===== src/shell_command_tokenizer_top_macros.svh =====
// ---------------------------------------------------------------------------
// Shell command tokenizer assertion macros
// Concurrent check helpers, clocked on i_clk, quiet while i_rst_n is low.
// ---------------------------------------------------------------------------
`ifndef SHELL_COMMAND_TOKENIZER_TOP_MACROS_SVH
`define SHELL_COMMAND_TOKENIZER_TOP_MACROS_SVH

`ifndef NO_ASSERTIONS
// Same-cycle implication.
`define SCT_ASSERT_NOW(lbl, pre, post) \
    lbl: assert property (@(posedge i_clk) disable iff (!i_rst_n) (pre) |-> (post)) \
        else $error("sct assertion failed");
// Next-cycle implication.
`define SCT_ASSERT_NEXT(lbl, pre, post) \
    lbl: assert property (@(posedge i_clk) disable iff (!i_rst_n) (pre) |=> (post)) \
        else $error("sct assertion failed");
`else
`define SCT_ASSERT_NOW(lbl, pre, post)
`define SCT_ASSERT_NEXT(lbl, pre, post)
`endif

`endif


===== src/sct_pkg.sv =====
// ---------------------------------------------------------------------------
// Shell command tokenizer package
// Shared types, byte codes, token kinds and lexer modes.
// ---------------------------------------------------------------------------
package sct_pkg;

    // most results one input word can cause
    localparam int unsigned MaxRes        = 3;
    localparam int unsigned ResCntW       = $clog2(MaxRes + 1);
    localparam int unsigned ResIdxW       = $clog2(MaxRes);
    localparam int unsigned QueueDepthDef = 4;

    localparam logic [7:0]  WordLimitRst  = 8'd48;
    localparam int unsigned ApbAddrW      = 3;
    localparam int unsigned ApbDataW      = 32;
    localparam logic [0:0]  RegWordLimit  = 1'b0;

    localparam logic [7:0] ChNul  = 8'h00;
    localparam logic [7:0] ChTab  = 8'h09;
    localparam logic [7:0] ChLf   = 8'h0A;
    localparam logic [7:0] ChCr   = 8'h0D;
    localparam logic [7:0] ChSp   = 8'h20;
    localparam logic [7:0] ChDq   = 8'h22;
    localparam logic [7:0] ChHash = 8'h23;
    localparam logic [7:0] ChSq   = 8'h27;
    localparam logic [7:0] ChSemi = 8'h3B;
    localparam logic [7:0] ChLt   = 8'h3C;
    localparam logic [7:0] ChGt   = 8'h3E;
    localparam logic [7:0] ChBsl  = 8'h5C;
    localparam logic [7:0] ChPipe = 8'h7C;

    typedef enum logic [2:0] {
        LexBetween,
        LexWord,
        LexSq,
        LexDq,
        LexDqBsl,
        LexBsl,
        LexComment,
        LexDiscard
    } t_lex_mode;

    typedef enum logic [2:0] {
        KindChar,
        KindWordEnd,
        KindPipe,
        KindIn,
        KindOut,
        KindCmdEnd,
        KindTooMany,
        KindOpenQuote
    } t_tok_kind;

    typedef struct packed {
        logic [7:0] char_in;
        logic       end_of_line;
    } t_tok_in;

    typedef struct packed {
        logic [2:0] token_kind;
        logic [7:0] char_out;
        logic [7:0] token_count;
        logic       last_of_run;
    } t_tok_out;

    // one result before serialization
    typedef struct packed {
        t_tok_kind  kind;
        logic [7:0] ch;
        logic [7:0] cnt;
    } t_tok_res;

    // all results of one input word
    typedef struct packed {
        logic [ResCntW-1:0]         num;
        t_tok_res [MaxRes-1:0]      res;
    } t_tok_bundle;

    typedef struct packed {
        logic        valid;
        t_tok_bundle bundle;
    } t_q_push;

    typedef struct packed {
        logic        valid;
        t_tok_bundle bundle;
    } t_q_head;

    function automatic t_tok_res mk_res(t_tok_kind k, logic [7:0] ch, logic [7:0] cnt);
        t_tok_res r;
        r.kind = k;
        r.ch   = ch;
        r.cnt  = cnt;
        return r;
    endfunction

endpackage


===== src/shell_command_tokenizer_top.sv =====
// ---------------------------------------------------------------------------
// Shell command tokenizer
// Splits a command line, one byte per word, into a stream of token results.
// ---------------------------------------------------------------------------
//
//  channel   direction  handshake               payload
//  -------   ---------  ----------------------  --------------------------
//  in        input      i_in_valid/o_in_ready   i_in_word  (t_tok_in)
//  out       output     o_out_valid/i_out_ready o_out_word (t_tok_out)
//  cfg       input      APB psel/penable/pready paddr, pwdata, prdata
//
//  Rates: one input word per cycle while o_in_ready is high. An input word
//    causing n results (0 to 3) pushes one bundle that the serializer walks
//    result by result; words with no result push nothing. Results leave at one per cycle while i_out_ready is high.
//  The bundle queue (QUEUE_DEPTH entries) absorbs bursts of multi-result
//    words; o_in_ready drops only when it is full.
//  Reset: synchronous, active low; clears lexer mode, token counter, queue
//    pointers and output valid, and loads word_limit with 48. No clear pass.
//  Stalls: i_out_ready low holds the output register; the front end keeps
//    accepting until the queue fills.
// ---------------------------------------------------------------------------
`include "shell_command_tokenizer_top_macros.svh"

module shell_command_tokenizer_top
    import sct_pkg::*;
#(
    parameter int unsigned QUEUE_DEPTH = QueueDepthDef
) (
    input  logic                i_clk,
    input  logic                i_rst_n,
    // input words
    input  logic                i_in_valid,
    output logic                o_in_ready,
    input  t_tok_in             i_in_word,
    // result words
    output logic                o_out_valid,
    input  logic                i_out_ready,
    output t_tok_out            o_out_word,
    // register port
    input  logic                psel,
    input  logic                penable,
    input  logic                pwrite,
    input  logic [ApbAddrW-1:0] paddr,
    input  logic [ApbDataW-1:0] pwdata,
    output logic [ApbDataW-1:0] prdata,
    output logic                pready
);

    logic [7:0] r_word_limit;
    logic       w_fire;
    logic       w_q_full;
    logic       w_pop;
    t_q_push    w_push;
    t_q_head    w_head;
    logic       w_reg_hit;

    // ---- register port ----
    // Single register at byte 0; low address bits ignored.
    assign pready    = 1'b1;
    assign w_reg_hit = (paddr[ApbAddrW-1:2] == RegWordLimit);
    assign prdata    = w_reg_hit ? {{(ApbDataW-8){1'b0}}, r_word_limit} : '0;

    always_ff @(posedge i_clk) begin
        if (!i_rst_n) begin
            r_word_limit <= WordLimitRst;
        end else if (psel && penable && pwrite && pready && w_reg_hit) begin
            r_word_limit <= pwdata[7:0];
        end
    end

    // ---- front end: lexer ----
    // Input is taken whenever a bundle slot is free, regardless of the
    // output side.
    assign o_in_ready = !w_q_full;
    assign w_fire     = i_in_valid && o_in_ready;

    sct_front u_front (
        .i_clk        (i_clk),
        .i_rst_n      (i_rst_n),
        .i_word_limit (r_word_limit),
        .i_fire       (w_fire),
        .i_in_word    (i_in_word),
        .o_push       (w_push)
    );

    // ---- bundle queue ----
    sct_queue #(
        .DEPTH (QUEUE_DEPTH)
    ) u_queue (
        .i_clk   (i_clk),
        .i_rst_n (i_rst_n),
        .i_push  (w_push),
        .o_full  (w_q_full),
        .i_pop   (w_pop),
        .o_head  (w_head)
    );

    // ---- back end: serializer and output register ----
    sct_back u_back (
        .i_clk       (i_clk),
        .i_rst_n     (i_rst_n),
        .i_head      (w_head),
        .o_pop       (w_pop),
        .o_out_valid (o_out_valid),
        .i_out_ready (i_out_ready),
        .o_out_word  (o_out_word)
    );

    // ---- checks ----
    // count field is only carried by a command end
    `SCT_ASSERT_NOW(a_cnt_only_cmd_end, o_out_valid && (o_out_word.token_kind != KindCmdEnd), o_out_word.token_count == 8'd0)
    // byte field only on word bytes and open quote errors
    `SCT_ASSERT_NOW(a_char_only_bytes, o_out_valid && (o_out_word.token_kind != KindChar) && (o_out_word.token_kind != KindOpenQuote), o_out_word.char_out == 8'd0)
    // the queue can only fill through a push
    `SCT_ASSERT_NEXT(a_ready_drop_push, o_in_ready && !w_push.valid, o_in_ready)
    // empty bundles never enter the queue
    `SCT_ASSERT_NOW(a_push_nonempty, w_push.valid, w_push.bundle.num != '0)

endmodule


===== src/sct_front.sv =====
// ---------------------------------------------------------------------------
// Tokenizer front end
// Lexer mode and token counter; turns one input word into a result bundle.
// ---------------------------------------------------------------------------
module sct_front
    import sct_pkg::*;
(
    input  logic       i_clk,
    input  logic       i_rst_n,
    input  logic [7:0] i_word_limit,
    input  logic       i_fire,
    input  t_tok_in    i_in_word,
    output t_q_push    o_push
);

    t_lex_mode   r_mode, n_mode;
    logic [7:0]  r_cnt, n_cnt;
    t_tok_bundle w_bundle;

    logic [7:0] c;
    logic       eol, blank, special;

    assign c       = i_in_word.char_in;
    assign eol     = i_in_word.end_of_line || (c == ChNul);
    assign blank   = (c == ChSp) || (c == ChTab) || (c == ChLf) || (c == ChCr);
    assign special = (c == ChSemi) || (c == ChPipe) || (c == ChLt) || (c == ChGt);

    always_ff @(posedge i_clk) begin
        if (!i_rst_n) begin
            r_mode <= LexBetween;
            r_cnt  <= '0;
        end else if (i_fire) begin
            r_mode <= n_mode;
            r_cnt  <= n_cnt;
        end
    end

    always_comb begin : p_lex
        logic [ResCntW-1:0] k;
        logic               do_between;
        logic               do_word;
        logic               do_dq;

        k          = '0;
        do_between = 1'b0;
        do_word    = 1'b0;
        do_dq      = 1'b0;
        n_mode     = r_mode;
        n_cnt      = r_cnt;
        for (int i = 0; i < MaxRes; i++) begin
            w_bundle.res[i] = mk_res(KindChar, ChNul, 8'd0);
        end

        if (eol) begin
            case (r_mode)
                LexBetween, LexComment: begin
                    w_bundle.res[k] = mk_res(KindCmdEnd, ChNul, r_cnt);
                    k = k + 1'b1;
                end
                LexWord: begin
                    w_bundle.res[k] = mk_res(KindWordEnd, ChNul, 8'd0);
                    k = k + 1'b1;
                    w_bundle.res[k] = mk_res(KindCmdEnd, ChNul, r_cnt);
                    k = k + 1'b1;
                end
                LexBsl: begin
                    // trailing backslash stays literal
                    w_bundle.res[k] = mk_res(KindChar, ChBsl, 8'd0);
                    k = k + 1'b1;
                    w_bundle.res[k] = mk_res(KindWordEnd, ChNul, 8'd0);
                    k = k + 1'b1;
                    w_bundle.res[k] = mk_res(KindCmdEnd, ChNul, r_cnt);
                    k = k + 1'b1;
                end
                LexSq: begin
                    w_bundle.res[k] = mk_res(KindOpenQuote, ChSq, 8'd0);
                    k = k + 1'b1;
                end
                LexDq: begin
                    w_bundle.res[k] = mk_res(KindOpenQuote, ChDq, 8'd0);
                    k = k + 1'b1;
                end
                LexDqBsl: begin
                    w_bundle.res[k] = mk_res(KindChar, ChBsl, 8'd0);
                    k = k + 1'b1;
                    w_bundle.res[k] = mk_res(KindOpenQuote, ChDq, 8'd0);
                    k = k + 1'b1;
                end
                default: begin
                end
            endcase
            n_mode = LexBetween;
            n_cnt  = '0;
        end else begin
            case (r_mode)
                LexBetween: do_between = 1'b1;
                LexWord: begin
                    if (blank || special) begin
                        w_bundle.res[k] = mk_res(KindWordEnd, ChNul, 8'd0);
                        k = k + 1'b1;
                        n_mode = LexBetween;
                        do_between = !blank;
                    end else begin
                        do_word = 1'b1;
                    end
                end
                LexSq: begin
                    if (c == ChSq) begin
                        n_mode = LexWord;
                    end else begin
                        w_bundle.res[k] = mk_res(KindChar, c, 8'd0);
                        k = k + 1'b1;
                    end
                end
                LexDq: do_dq = 1'b1;
                LexDqBsl: begin
                    n_mode = LexDq;
                    if (c == ChDq || c == ChBsl) begin
                        w_bundle.res[k] = mk_res(KindChar, c, 8'd0);
                        k = k + 1'b1;
                    end else begin
                        w_bundle.res[k] = mk_res(KindChar, ChBsl, 8'd0);
                        k = k + 1'b1;
                        do_dq = 1'b1;
                    end
                end
                LexBsl: begin
                    w_bundle.res[k] = mk_res(KindChar, c, 8'd0);
                    k = k + 1'b1;
                    n_mode = LexWord;
                end
                default: begin
                end
            endcase

            if (do_between) begin
                if (blank) begin
                end else if (c == ChHash) begin
                    n_mode = LexComment;
                end else if (c == ChSemi) begin
                    w_bundle.res[k] = mk_res(KindCmdEnd, ChNul, r_cnt);
                    k = k + 1'b1;
                    n_cnt = '0;
                end else if (r_cnt == i_word_limit) begin
                    w_bundle.res[k] = mk_res(KindTooMany, ChNul, 8'd0);
                    k = k + 1'b1;
                    n_mode = LexDiscard;
                end else begin
                    n_cnt = r_cnt + 8'd1;
                    if (c == ChPipe) begin
                        w_bundle.res[k] = mk_res(KindPipe, ChNul, 8'd0);
                        k = k + 1'b1;
                    end else if (c == ChLt) begin
                        w_bundle.res[k] = mk_res(KindIn, ChNul, 8'd0);
                        k = k + 1'b1;
                    end else if (c == ChGt) begin
                        w_bundle.res[k] = mk_res(KindOut, ChNul, 8'd0);
                        k = k + 1'b1;
                    end else begin
                        n_mode  = LexWord;
                        do_word = 1'b1;
                    end
                end
            end

            if (do_word) begin
                if (c == ChSq) begin
                    n_mode = LexSq;
                end else if (c == ChDq) begin
                    n_mode = LexDq;
                end else if (c == ChBsl) begin
                    n_mode = LexBsl;
                end else begin
                    w_bundle.res[k] = mk_res(KindChar, c, 8'd0);
                    k = k + 1'b1;
                end
            end

            if (do_dq) begin
                if (c == ChDq) begin
                    n_mode = LexWord;
                end else if (c == ChBsl) begin
                    n_mode = LexDqBsl;
                end else begin
                    w_bundle.res[k] = mk_res(KindChar, c, 8'd0);
                    k = k + 1'b1;
                end
            end
        end

        w_bundle.num = k;
    end

    assign o_push.valid  = i_fire && (w_bundle.num != '0);
    assign o_push.bundle = w_bundle;

endmodule


===== src/sct_queue.sv =====
// ---------------------------------------------------------------------------
// Tokenizer bundle queue
// Short FIFO of result bundles between front end and serializer.
// ---------------------------------------------------------------------------
module sct_queue
    import sct_pkg::*;
#(
    parameter int unsigned DEPTH = QueueDepthDef
) (
    input  logic    i_clk,
    input  logic    i_rst_n,
    input  t_q_push i_push,
    output logic    o_full,
    input  logic    i_pop,
    output t_q_head o_head
);

    localparam int unsigned PtrW = (DEPTH > 1) ? $clog2(DEPTH) : 1;
    localparam int unsigned CntW = $clog2(DEPTH + 1);
    localparam logic [PtrW-1:0] PtrLast = PtrW'(DEPTH - 1);
    localparam logic [CntW-1:0] CntFull = CntW'(DEPTH);

    t_tok_bundle       r_mem [DEPTH];
    logic [PtrW-1:0]   r_wr, r_rd;
    logic [CntW-1:0]   r_count;
    logic              w_do_push, w_do_pop;

    assign o_full       = (r_count == CntFull);
    assign w_do_push    = i_push.valid && !o_full;
    assign w_do_pop     = i_pop && (r_count != '0);
    assign o_head.valid = (r_count != '0);
    assign o_head.bundle = r_mem[r_rd];

    always_ff @(posedge i_clk) begin
        if (w_do_push) begin
            r_mem[r_wr] <= i_push.bundle;
        end
    end

    always_ff @(posedge i_clk) begin
        if (!i_rst_n) begin
            r_wr    <= '0;
            r_rd    <= '0;
            r_count <= '0;
        end else begin
            if (w_do_push) begin
                r_wr <= (r_wr == PtrLast) ? '0 : r_wr + 1'b1;
            end
            if (w_do_pop) begin
                r_rd <= (r_rd == PtrLast) ? '0 : r_rd + 1'b1;
            end
            if (w_do_push && !w_do_pop) begin
                r_count <= r_count + 1'b1;
            end else if (w_do_pop && !w_do_push) begin
                r_count <= r_count - 1'b1;
            end
        end
    end

endmodule


===== src/sct_back.sv =====
// ---------------------------------------------------------------------------
// Tokenizer serializer
// Walks the head bundle one result per cycle into the output register while it is empty or i_out_ready is high.
// ---------------------------------------------------------------------------
module sct_back
    import sct_pkg::*;
(
    input  logic     i_clk,
    input  logic     i_rst_n,
    input  t_q_head  i_head,
    output logic     o_pop,
    output logic     o_out_valid,
    input  logic     i_out_ready,
    output t_tok_out o_out_word
);

    logic [ResIdxW-1:0] r_idx;
    logic               r_out_valid;
    t_tok_out           r_out;
    logic               w_load, w_last;
    t_tok_res           w_res;

    assign w_res  = i_head.bundle.res[r_idx];
    assign w_last = (ResCntW'(r_idx) == (i_head.bundle.num - 1'b1));
    assign w_load = i_head.valid && (!r_out_valid || i_out_ready);
    assign o_pop  = w_load && w_last;

    always_ff @(posedge i_clk) begin
        if (!i_rst_n) begin
            r_idx       <= '0;
            r_out_valid <= 1'b0;
        end else begin
            if (w_load) begin
                r_idx <= w_last ? '0 : r_idx + 1'b1;
            end
            if (w_load) begin
                r_out_valid <= 1'b1;
            end else if (i_out_ready) begin
                r_out_valid <= 1'b0;
            end
        end
    end

    always_ff @(posedge i_clk) begin
        if (w_load) begin
            r_out.token_kind  <= w_res.kind;
            r_out.char_out    <= w_res.ch;
            r_out.token_count <= w_res.cnt;
            r_out.last_of_run <= w_last;
        end
    end

    assign o_out_valid = r_out_valid;
    assign o_out_word  = r_out;

endmodule

===== config.mk =====
export PLATFORM = sky130hd
export DESIGN_NAME = shell_command_tokenizer_top
export DESIGN_NICKNAME = d
export VERILOG_FILES = /design/src/sct_pkg.sv /design/src/shell_command_tokenizer_top.sv /design/src/sct_front.sv /design/src/sct_queue.sv /design/src/sct_back.sv
export VERILOG_INCLUDE_DIRS = /design/src /design/src/src
export SDC_FILE = /design/constraint.sdc
export NUM_CORES = 1
export LEC_CHECK = 0
export ABC_AREA = 1
export BUFFER_PORTS_ARGS = -buffer_cell sky130_fd_sc_hd__buf_4
export CAP_MARGIN = 20
export CORE_MARGIN = 2
export CORE_UTILIZATION = 35
export CTS_CLUSTER_DIAMETER = 200
export CTS_CLUSTER_SIZE = 14
export DETAILED_ROUTE_END_ITERATION = 10
export PLACE_DENSITY = 0.55
export SYNTH_ARGS = -nofsm -noshare
export SYNTH_HDL_FRONTEND = slang
export SYNTH_SLANG_ARGS = --single-unit

===== constraint.sdc =====
create_clock -name i_clk -period 8.2 [get_ports i_clk]
set_input_delay 0.41 -clock i_clk [delete_from_list [all_inputs] [get_ports i_clk]]
set_output_delay 0.41 -clock i_clk [all_outputs]
set_load 0.01 [all_outputs]

Word level (Yosys, flattened, before mapping)
Memories as Yosys holds them, arrays and structs flattened. A register that Yosys moved wholly into a read port is not among the register bits. Cells that the tools add are included.

Register bits: 49. RAM bits: 236. Input bits: 51. Logic and storage cells: 224. Memories: 1.

Memory list: u_queue.r_mem (depth 4, width 59, rd ports 1, clocked after Yosys merged registers in 1, write ports 1, line sct_queue.sv:23) `t_tok_bundle r_mem [DEPTH];`.

Add/subtract/negate cells: 10. Magnitude comparators: 7. Eq/ne operators: 26. Muxes and demuxes: 114. Bitwise gates (word level): 13. Reduce and logical (&&, ||, !) cells: 41.

Operator list (number): 57-bit two-way mux (18); 57-bit bitwise mux (3); 19-bit demux with 2-bit select (3); 19-bit two-way mux (6); 18-bit by 54-bit AND with 54-bit output (2); 54-bit NOT (2); 17-bit by 51-bit AND with 51-bit output (2); 51-bit NOT (2); 19-bit case mux with 5 select lines (1); 19-bit case mux with 4 select lines (1); 3-bit two-way mux (20); 19-bit case mux with 3 select lines (1); 8-bit by 6-bit == test with 1-bit output, second input constant (7); 8-bit two-way mux (7); 2-bit two-way mux (24); 19-bit binary-select mux with 2-bit select (1); 16-bit two-way mux (2); 8-bit by 4-bit == test with 1-bit output, second input constant (3); 1-bit two-way mux (21); 17-bit two-way mux (1); 8-bit by 7-bit == test with 1-bit output, second input constant (2); 1-bit logical AND (14); 2-bit by 1-bit adder with 2-bit output, second input constant (6); 3-bit == test, second input constant (4); 28 further kinds (58).

Longest topological paths before layout
Depth after elaboration: 36. Gate-level depth with buffers: 34. Depth with buffers taken out: 33.

Modules after synthesis
A second synthesis with hierarchy kept.

Cells, all modules: 1297. Area, all modules: 13340.3 um^2.

By module, submodules not included: sct_queue (instances 1, cells an instance 641, area each 9213.8 um^2, sequential area each 7267.0 um^2); sct_front (instances 1, cells an instance 418, area each 2167.1 um^2, sequential area each 220.2 um^2); sct_back (instances 1, cells an instance 138, area each 1293.7 um^2, sequential area each 660.6 um^2); shell_command_tokenizer_top (instances 1, cells an instance 100, area each 665.6 um^2, sequential area each 160.2 um^2).

Least setup slack after synthesis
No wires, ideal clock.

Kind: input-to-reg. Start point: input port i_in_word[3] in the netlist's numbering. End point: memory u_queue.r_mem[0][0] in the netlist's numbering, enable pin. Library setup time: 0.472 ns. Data arrival time: 5.578 ns. Data required time: 7.728 ns. Path slack: 2.150 ns. Stages on the path: 26. Path through: buf_4 inv_2 nand2_1 nor2_1 nand2_2 nand3_1 nor2_1 nand2_1 nand2_2 nand2_4 inv_1 ha_1 or2_0 nand2_1 nand2_2 nand2_4 inv_2 ha_1 nand2_1 nand2_1 ha_1 a21oi_1 nand2_2 nand3_4 nand2_2 nor2_1.

Word-level cells in the longest chain between the ends: 34. Elaborated cells on any way between the ends: 70. Classes of those cells: 3 x add/sub; 12 x eq/ne; 41 x mux; 14 x reduce/logical.

Ends and longest elaborated chain: start: declaration (line shell_command_tokenizer_top.sv:34) `input t_tok_in i_in_word,`; 8-bit by 6-bit == test with 1-bit output, or another cell as far along (line sct_front.sv:25) `assign blank = (c == ChSp) || (c == ChTab) || (c == ChLf) || (c == ChCr);`; 1-bit logical OR, on equally long branches (3 in series) (line sct_front.sv:25, sct_front.sv:26); 1-bit logical OR (line sct_front.sv:98) `if (blank || special) begin`; 1-bit two-way mux (line sct_front.sv:98); 2-bit case mux with 3 select lines (line sct_front.sv:95) `case (r_mode)`; 2-bit two-way mux (line sct_front.sv:54) `if (eol) begin`; 2-bit by 1-bit adder with 2-bit output; 2-bit two-way mux (line sct_front.sv:156) `end else if (c == ChGt) begin`; [... 16 more ...]; 2-bit two-way mux (line sct_front.sv:180) `if (c == ChDq) begin`; 2-bit two-way mux (line sct_front.sv:179) `if (do_dq) begin`; 2-bit two-way mux (*) (line sct_front.sv:54); 2-bit nonzero test (*) (line sct_front.sv:194) `assign o_push.valid = i_fire && (w_bundle.num != '0);`; 1-bit logical AND (*) (line sct_front.sv:194); 1-bit logical AND (*) (line sct_queue.sv:29) `assign w_do_push = i_push.valid && !o_full;`; 1-bit two-way mux (*) (line sct_queue.sv:35) `if (w_do_push) begin`; 1-bit two-way mux (not written as such) (*) (line sct_queue.sv:36) `r_mem[r_wr] <= i_push.bundle;`; end: declaration (line sct_queue.sv:23).

Every way passes the cells marked *; elsewhere a longest branch is shown, timed or not. The select of a mux whose other input is x is not followed.

Worst setup path in the final report
Start point: register u_front.r_mode[2]. End point: memory u_queue.r_mem[1][13] in the netlist's numbering, enable pin.

Word-level cells in the longest chain between the ends: 30. Elaborated cells on any way between the ends: 53. Classes of those cells: 3 x add/sub; 6 x eq/ne; 37 x mux; 7 x reduce/logical.

Ends and longest elaborated chain: start: declaration (line sct_front.sv:16) `t_lex_mode r_mode, n_mode;`; start signal: assignment (line sct_front.sv:30) `r_mode <= LexBetween;`; start signal: assignment (line sct_front.sv:33) `r_mode <= n_mode;`; 3-bit == test (line sct_front.sv:55, sct_front.sv:95); 2-bit OR reduction (no line); 2-bit case mux with 3 select lines (line sct_front.sv:95); 2-bit two-way mux (line sct_front.sv:54); 2-bit by 1-bit adder with 2-bit output; 2-bit two-way mux (line sct_front.sv:156); 2-bit two-way mux (line sct_front.sv:153) `end else if (c == ChLt) begin`; 2-bit two-way mux (line sct_front.sv:150) `if (c == ChPipe) begin`; [... 14 more ...]; 2-bit two-way mux (line sct_front.sv:180); 2-bit two-way mux (line sct_front.sv:179); 2-bit two-way mux (*) (line sct_front.sv:54); 2-bit nonzero test (*) (line sct_front.sv:194); 1-bit logical AND (*) (line sct_front.sv:194); 1-bit logical AND (*) (line sct_queue.sv:29); 1-bit two-way mux (*) (line sct_queue.sv:35); 1-bit two-way mux (not written as such) (*) (line sct_queue.sv:36).

Marks and branches as above.

==> impl_results.md <==
- Status: complete, no violations
- Starting Density: 0.356
- Vias in the first global route: 8391
- CTS tree: built
- Core area: 35600 um2
- Vias per std cell: 5.10
- HP Start: pwdata[5]
- Inserted Clock Buffers: 23
- Final count of negative-setup-slack endpoints: 0
- VDD IR max: 0.232 mV
- Routed via count: 8614
- Total track usage: 0.160
- Max H-tree Level: 1
- Clk sinks: 279
- Worst hold path class: in -> reg
- Detailed-route DRC error count: 0
- Antenna viol nets, final: 0
- RSZ-0062 raised after global routing: false
- Die Area: 37700 um2
- R2R Path Start: u_front.r_mode[2]
- Flops & latches, synth: 279
- Share of cells above drive strength 1: 0.128
- Reg clk slew, reported paths: 70 ps
- Drt initial violations: 671
- Gr ovfl total: 0
- Slew Limit Fails: 0
- Util after Layout: 0.396
- Crit-path cells: inv_2 > nand3_2 > inv_1 > a21oi_2 > nand2_4 > inv_1 > ha_1 > or2_0 > nand2_1 > nand2_2 > nand2_4 > inv_2 > ha_1 > nand2_1 > nand2_1 > ha_1 > a21oi_1 > nand2_2 > nand3_4 > nand2_2 > nor2_4 > buf_4
- Final Skew: between 15 and 20 ps
- Crit path time final: between 5000 and 6000 ps
- Area Overhead vs Synth: 11.4%
- IO Count: around 110
- P_leak: 5.10 nW
- Layout fillers: 3443
- Top cell type's share of synthesized area: 0.589
- Synth Instances: 1183
- Crit start category: flop
- Worst setup path startpoint: u_front.r_mode[2]
- Fin nets: 1284
- Detailed Place HPWL: 18900 um
- Largest net degree at the start of global routing: 111
- Drt total wl: 30800 um
- Family with the most delay on the worst path: simple AND/OR/NAND/NOR gates
- Bufs and invs on worst path: 5
- Critical path required time: approximately 8400 ps
- Chip height: 194 um
- Area contributors post-synth: edfxtp_1 (59%), nor2_1 (5.6%), o21ai_0 (5.5%)
- Period utilization: 0.625
- Fraction of synthesis flops using an asynchronous set or reset pin: 0
- Buffers on Ports: 54
- First-pass GRT wire length: approximately 48000 um
- Drt wl/cell: 18.3 um
- Fmax achieved: 0.195 GHz
- Dominant cell type by area after synthesis: edfxtp_1
- Final setup TNS: 0 ps
- Maxcap violations: 0
- Hold Vio Cnt, Final: 0
- Postcts setup bufs: 0
- Root Buffer: clkbuf_16
- Cell area power density: 287 nW/um2
- Synth unique cells: 50
- Synth warn: 0
- 1st-pass router iterations: 5
- Sequential share of the synthesized area: 0.638
- Clock buffer depth: 3
- Row count: 69
- EDFF count, synth: 248
- Slowest cell on the critical path: nor2_4
- Headroom to the max-slew limit: 0.306
- Critical path fanouts, max: 30
- Placer Congestion: 0.927
- N_diodes: 0
- CP arrival: between 5000 and 6000 ps
- Mapped Area: ~13000 um2
- Top_reg_cell synth: edfxtp_1
- CP endpoint kind: flop
- Initial antenna violation count: 0
- Die Width: 194 um
- Crit Path Class: reg -> reg
- CP max stage delay: 820 ps
- Post-cts sizing count: 0
- Cts hold-fix bufs: 0
- Worst-Margin Slew: 1040 ps
- Syn avg cell area: about 11 um2
- Clock latency on the worst-skew pair: 520 ps
==> path summary, 6_finish.rpt <==
check                         endpoint  slack [ps]  cells past startpoint
setup reg to reg  u_queue.r_mem[1][13]        3070                     22
hold reg to reg        r_word_limit[2]         490                      2
setup / recovery  u_queue.r_mem[1][13]        3070                     22
hold / removal         r_word_limit[5]         110                      3
==> synth_stat cells, types with 16 or more instances <==
library cell,n
a21oi_1,37
buf_4,28
clkbuf_1,47
dfxtp_1,31
edfxtp_1,248
inv_1,72
inv_2,20
nand2_1,133
nand2_2,16
nand3_1,47
nor2_1,190
nor3_1,19
o21ai_0,138
o221ai_1,28
o22ai_1,30
==> sequential cells by signal, indices dropped and copies added, names as in the netlist, 2 cells and up, named ones only <==
signal	flops
u_queue.r_mem	228
u_front.r_cnt	8
u_front.r_mode	3
u_back.r_idx	2
u_queue.r_rd	2
u_queue.r_count	3
r_word_limit	8
u_queue.r_wr	2
u_back.o_out_word	20
==> metrics by stage <==
step	power [W]	setup WS, ps	instances	hold slack [ps]	cell area, um2
6_report	0.00404	3070	1688	114	14100
5_1_grt	0.00428	2750	1688	110	14100
4_1_cts	0.00408	3060	1687	97.3	14100
3_5_place_dp	0.00310	2670	1652	482	13400
3_3_place_gp	0.00309	2700	1652	479	13400
2_1_floorplan	0.00266	2150	1206	456	12700
==> area by class of cell <==
class                   count  area [um2]  area share
flip-flops and latches    279        8070       0.573
clock buffers              34         617      0.0438
inverters                  92         345      0.0245
multi-input cells         753        3940       0.280
repair buffers             68         531      0.0377
well taps                 461         577      0.0409
clock inverters             1        8.76    0.000622
==> worst min-delay path: cells and delay by family <==
| kind | cells | cell delay, ps |
|---|---|---|
| AO/OA/AOI/OAI | 1 | 60 |
| buffers and inverters | 1 | 80 |
| AND/OR/NAND/NOR | 1 | 40 |
==> cell families (layout without fill, tap and decap cells) <==
family          Yosys count  after routing  share of synthesized area
other cells               2             25                   0.000594
simple gates            435            435                      0.152
flops                   279            279                      0.638
fa+ha+maj                16             16                     0.0164
xor+xnor                  5              5                    0.00346
buf+inv                 174            195                     0.0613
compound gates          272            272                      0.129
==> per-layer routing <==
| metal | track usage | share of wire | up-vias |
|---|---|---|---|
| li1 | - | - | 4217 |
| met3 | 0.0150 | 0.036 | 34 |
| met5 | 0 | 0 | - |
| met1 | 0.220 | 0.46 | 4172 |
| met2 | 0.275 | 0.48 | 191 |
| met4 | 0.0382 | 0.017 | 0 |
==> report_power, final <==
part	internal (W)	switching, W	total (W)
clock network	0.000517	0.000475	0.000992
registers	0.00181	0.0000846	0.00189
logic	0.000377	0.000780	0.00116
total	0.00270	0.00134	0.00404
==> placed cells by master (no fill, tap or decap), types with 5 or more instances in the layout <==
master     instances
dfxtp_1           30
o211ai_1          15
o221ai_1          28
a32o_1             8
ha_1              15
nand4_1            5
nand3_1           47
nor2_1           186
o2111ai_1          5
nand2_2           16
inv_2             21
o22ai_1           30
inv_1             71
nand3_2            5
edfxtp_1         248
nor3_1            19
nor2_2             6
o21ai_0          138
conb_1            25
a21oi_1           37
clkbuf_1          11
clkbuf_16         23
buf_4             67
nand2_1          133
Note: power is estimated with default switching activity, not from simulation.
